<file path="src/lbgs_pkg.sv">
// shared types, constants and the life rule for the life board generation step block
`timescale 1ns / 1ps
`default_nettype none

package lbgs_pkg;

    // board geometry
    localparam int ROWS      = 64;
    localparam int COLS      = 128;
    localparam int ROW_AW    = $clog2(ROWS);
    localparam int ROW_CNT_W = $clog2(ROWS + 1);
    localparam int COL_CNT_W = $clog2(COLS + 1);

    // field widths
    localparam int OPCODE_W    = 2;
    localparam int ROW_IDX_W   = 6;
    localparam int COL_IDX_W   = 7;
    localparam int ACT_ROWS_W  = 7;
    localparam int ACT_COLS_W  = 8;
    localparam int CFG_IDX_W   = 8;
    localparam int CFG_DATA_W  = 8;

    // opcodes
    localparam logic [OPCODE_W-1:0] OP_WRITE = 2'd0;
    localparam logic [OPCODE_W-1:0] OP_STEP  = 2'd1;
    localparam logic [OPCODE_W-1:0] OP_READ  = 2'd2;

    // register indexes
    localparam logic [CFG_IDX_W-1:0] REG_ACTIVE_ROWS = 8'd0;
    localparam logic [CFG_IDX_W-1:0] REG_ACTIVE_COLS = 8'd1;

    localparam logic [ACT_ROWS_W-1:0] ACTIVE_ROWS_RST = 7'd48;
    localparam logic [ACT_COLS_W-1:0] ACTIVE_COLS_RST = 8'd128;

    // neighbor counts of the rule
    localparam logic [3:0] N_SURVIVE = 4'd2;
    localparam logic [3:0] N_BIRTH   = 4'd3;

    typedef enum logic [2:0] {
        ST_IDLE,
        ST_GEN_PRIME,
        ST_GEN_RUN,
        ST_CELL_RD,
        ST_CELL_OP
    } lbgs_state_t;

    typedef struct packed {
        logic capture;
        logic gen_prime;
        logic gen_step;
        logic cell_rd;
        logic cell_finish;
    } lbgs_cmd_t;

    typedef struct packed {
        logic gen_done;
        logic out_free;
    } lbgs_status_t;

    // next row from the old rows above, at and below it (b3/s23, no wrap)
    function automatic logic [COLS-1:0] life_row(
        input logic [COLS-1:0] up,
        input logic [COLS-1:0] mid,
        input logic [COLS-1:0] dn
    );
        logic [COLS-1:0] res;
        logic [3:0]      n;
        res = '0;
        for (int c = 0; c < COLS; c++) begin
            n = 4'(up[c]) + 4'(dn[c]);
            if (c > 0) begin
                n = n + 4'(up[c-1]) + 4'(mid[c-1]) + 4'(dn[c-1]);
            end
            if (c < COLS - 1) begin
                n = n + 4'(up[c+1]) + 4'(mid[c+1]) + 4'(dn[c+1]);
            end
            res[c] = (n == N_BIRTH) || (mid[c] && (n == N_SURVIVE));
        end
        return res;
    endfunction

endpackage

`default_nettype wire

</file>
<file path="src/lbgs_ctrl.sv">
// sequencer for cell access and generation sweeps
`timescale 1ns / 1ps
`default_nettype none

module lbgs_ctrl
    import lbgs_pkg::*;
(
    input  wire logic                aclk,
    input  wire logic                aresetn,
    input  wire logic                s_valid,
    input  wire logic [OPCODE_W-1:0] s_opcode,
    output logic                     s_ready,
    input  wire lbgs_status_t        status,
    output lbgs_cmd_t                cmd
);

    lbgs_state_t state_reg;
    lbgs_state_t state_next;

    always_ff @(posedge aclk) begin
        if (!aresetn) begin
            state_reg <= ST_IDLE;
        end else begin
            state_reg <= state_next;
        end
    end

    always_comb begin
        state_next = state_reg;
        unique case (state_reg)
            ST_IDLE: begin
                if (s_valid) begin
                    state_next = (s_opcode == OP_STEP) ? ST_GEN_PRIME : ST_CELL_RD;
                end
            end
            ST_GEN_PRIME: state_next = ST_GEN_RUN;
            ST_GEN_RUN: begin
                if (status.gen_done) begin
                    state_next = ST_CELL_RD;
                end
            end
            ST_CELL_RD: state_next = ST_CELL_OP;
            ST_CELL_OP: begin
                if (status.out_free) begin
                    state_next = ST_IDLE;
                end
            end
            default: state_next = ST_IDLE;
        endcase
    end

    always_comb begin
        cmd     = '0;
        s_ready = 1'b0;
        unique case (state_reg)
            ST_IDLE: begin
                s_ready     = 1'b1;
                cmd.capture = s_valid;
            end
            ST_GEN_PRIME: cmd.gen_prime = 1'b1;
            ST_GEN_RUN:   cmd.gen_step  = 1'b1;
            ST_CELL_RD:   cmd.cell_rd   = 1'b1;
            ST_CELL_OP:   cmd.cell_finish = status.out_free;
            default: ;
        endcase
    end

endmodule

`default_nettype wire

</file>
<file path="config.mk">
export PLATFORM = sky130hd
export DESIGN_NAME = lbgs_ctrl
export DESIGN_NICKNAME = d
export VERILOG_FILES = /design/src/lbgs_pkg.sv /design/src/lbgs_ctrl.sv
export SDC_FILE = /design/constraint.sdc
export NUM_CORES = 1
export LEC_CHECK = 0
export BUFFER_PORTS_ARGS = -buffer_cell sky130_fd_sc_hd__clkbuf_2
export CORE_AREA = 2 2 39 41
export CTS_CLUSTER_SIZE = 16
export DETAILED_ROUTE_END_ITERATION = 8
export DIE_AREA = 0 0 41 43
export HOLD_SLACK_MARGIN = 0.12
export MAX_ROUTING_LAYER = met4
export PLACE_DENSITY = 0.36
export SYNTH_ARGS = -nofsm -noshare
export SYNTH_HDL_FRONTEND = slang
export SYNTH_SLANG_ARGS = --single-unit
</file>
<file path="constraint.sdc">
create_clock -name aclk -period 1.3 [get_ports aclk]
set_input_delay 0.195 -clock aclk [delete_from_list [all_inputs] [get_ports aclk]]
set_output_delay 0.195 -clock aclk [all_outputs]
set_load 0.05 [all_outputs]
</file>
==> flow_summary.ini <==
[status]
outcome = complete, no violations

[placement]
gp_congestion = 0.652
placedCellCount = 49
dpl.hpwl_um = 390
io_buffers = 12
place_ws_ns = 0.0730

[sta]
skew_ns = 0.00235
slew_viol_final = 0
timing.final.crit_share = 0.995
setup_viol = 0
final.setup.tns_ns = 0
relSlewSlack = 0.832
layout_setup_ws_ns = 0.00586
period_minus_slack_ns = 1.29
tightest_slew_ns = 0.254
fmax_mhz = 773
hold_viol = 0
rsz0062_at_grt = yes

[global_route]
grt_pass1_wl_um = 828
first_global_vias = 219
grt_usage = 0.0752
antenna_found_initial = 0
overflow = 0
grt_max_degree = 8

[power]
p_comb_frac = 0.396
p_switching_w = 0.000168
p_sw_frac = 0.359
p_clk_frac = 0.350
power_density_mw_per_mm2 = 1170
p_seq_frac = 0.254
leakage_nw = 0.178
p_int_w = 0.000300
irDropWorstVdd_mv = 0.473

[critical_path]
reg2reg_from = state_reg[0]$_SDFFE_PN0P_
r2r.worst_path.cells = 4
cp.arrival_ns = 1.10
criticalPathCategory = flip-flop to output pin
worstPathMaxFanout = 6
endpoint_kind = output pin
r2r_setup_slack_ns = 0.25
crit_path_end = cmd[4]
setup.worst_path.start = state_reg[1]$_SDFFE_PN0P_
r2r_end = state_reg[2]$_SDFFE_PN0P_
cp.required_ns = 1.11
critPathLaunchType = flip-flop

[clock_network]
htreeDepth = 1
cts_buffer_depth = 2
cts_tree = yes
cts_inserted_buffers = 3
cts.clk_slew.worst_paths_ns = 0.04
clock_latency_ns = 0.23
clockRootBuffer = clkbuf_4
clock_sinks = 3

[routing]
dr.pass1.iters = 1
via_count = 218
wire_per_inst_um = 9.27
drt-total-wl_um = 510
drc = 0
antenna_left = 0
vias_per_cell = 3.96
drt_iter0_drc = 0

[job]
maxCapViolCount = 0

[synthesis]
ys.flop_type = dfxtp_1
synth.most_common_cell = dfxtp_1
synth_top_family_by_area = simple AND/OR/NAND/NOR gates
avgSynthCellArea_um2 = 9.63
async_flop_share = 0
netlist_area_um2 = 193
synthMuxAreaShare = 0.0519
ys_warn_count = 0
synth_cell_type_count = 14
ys_seq_area_frac = 0.312
synth_xor_area_frac = 0
synth_nets = 27
yosys.area_share.adder = 0
synth_seq_cells = 3
synth_top_area_frac = 0.312
synth_cells = 20
synth-edff-count = 0
synthTopCellsByArea = dfxtp_1 (31%), a211oi_1 (7.8%), nor3b_1 (7.8%)
synthSimpleGateAreaFrac = 0.422
synth_compound_area_frac = 0.117
yosysTopAreaCell = dfxtp_1
synth_common_cells = dfxtp_1 (3), a211oi_1 (2), nand2b_1 (2), nor3_1 (2), nor3b_1 (2)

[layout]
stdcell_count = 55
fin_nets = 47
drive_gt1_frac = 0.744
seq_area_um2 = 71.3
antenna_cells = 0
multiInputGateArea_um2 = 144
fillCellCount = 150
largest_reg_flops = 3
area_growth_pct = 108

[floorplanning]
die-area_mm2 = 0.00176
row_count = 14
die_w_um = 41
ios = 13
start_util = 0.139
dieHeight_um = 43
core_mm2 = 0.00138

[min_path]
hold_class = input port to flip-flop
==> kinds of logic (layout without fill, tap and decap cells) <==
logic type             after synthesis  count (layout)
and+or+nand+nor                     11              11
buffers and inverters                2              21
AOI/OAI and AO/OA                    3               3
muxes                                1               1
DFF                                  3               3
==> timing repair <==
item / CTS / global route
hold buffers: 0 / 0
buffers inserted: 1 / 1
gates resized for setup: 15 / 5
pin swaps: 1 / 1
setup endpoints to repair: 6 / 5
hold endpoints to repair: 0 / 0
==> power by group through the flow <==
stage               clock network, W  registers (W)  logic [W]
global route                0.000181       0.000121   0.000195
floorplan                          0       0.000106   0.000132
CTS                         0.000171       0.000121   0.000182
detailed placement                 0       0.000121   0.000151
finish                      0.000164       0.000119   0.000186
global placement                   0       0.000121   0.000149
==> layout by cell type, fill, tap and decap left out, types with 2 or more instances in the layout <==
cell type	count
buf_4	4
clkbuf_4	4
nor3b_2	2
nand2b_1	2
buf_6	2
dfxtp_4	3
a211oi_1	2
clkbuf_2	6
nor3_4	2
buf_2	2
==> area by class of cell <==
| class | instances | area share |
|---|---|---|
| Multi-Input combinational cell | 15 | 0.358 |
| Timing Repair Buffer | 17 | 0.349 |
| Sequential cell | 3 | 0.178 |
| Clock buffer | 4 | 0.0654 |
| Tap cell | 16 | 0.0498 |
==> per-layer routing <==
layer,routed length (um),global-route usage,part of all wire,up-vias
li1,-,-,-,110
met3,51,0.0471,0.10,0
met4,0,0.0400,0,0
met5,0,-,0,-
met1,221,0.0935,0.43,96
met2,237,0.0906,0.46,12
==> stage by stage <==
| stage | power, W | utilization | area, um^2 | hold slack (ns) |
|---|---|---|---|---|
| after floorplan | 0.000238 | - | 220 | 0.313 |
| after global placement | 0.000270 | 0.217 | 300 | 0.429 |
| after detailed placement | 0.000272 | 0.217 | 300 | 0.430 |
| after CTS | 0.000474 | 0.282 | 390 | 0.182 |
| after global routing | 0.000497 | 0.290 | 402 | 0.187 |
| final | 0.000468 | 0.290 | 402 | 0.185 |
==> worst max-delay path, stage by stage, from the launching register on <==
cell	delay (ns)
dfxtp_4	0.36
nor3_4	0.18
and2_4	0.17
clkbuf_16	0.15
==> worst min-delay path by stage <==
stage / slack, ns / from / endpoint / cells past startpoint
after floorplan: 0.31 / aresetn / state_reg[2]$_SDFFE_PN0P_ / 1
after global placement: 0.43 / aresetn / state_reg[2]$_SDFFE_PN0P_ / 2
after detailed placement: 0.43 / aresetn / state_reg[2]$_SDFFE_PN0P_ / 2
after CTS: 0.18 / aresetn / state_reg[2]$_SDFFE_PN0P_ / 2
after global routing: 0.19 / aresetn / state_reg[2]$_SDFFE_PN0P_ / 2
final: 0.18 / aresetn / state_reg[2]$_SDFFE_PN0P_ / 2
Note: power is estimated with default switching activity, not from simulation.
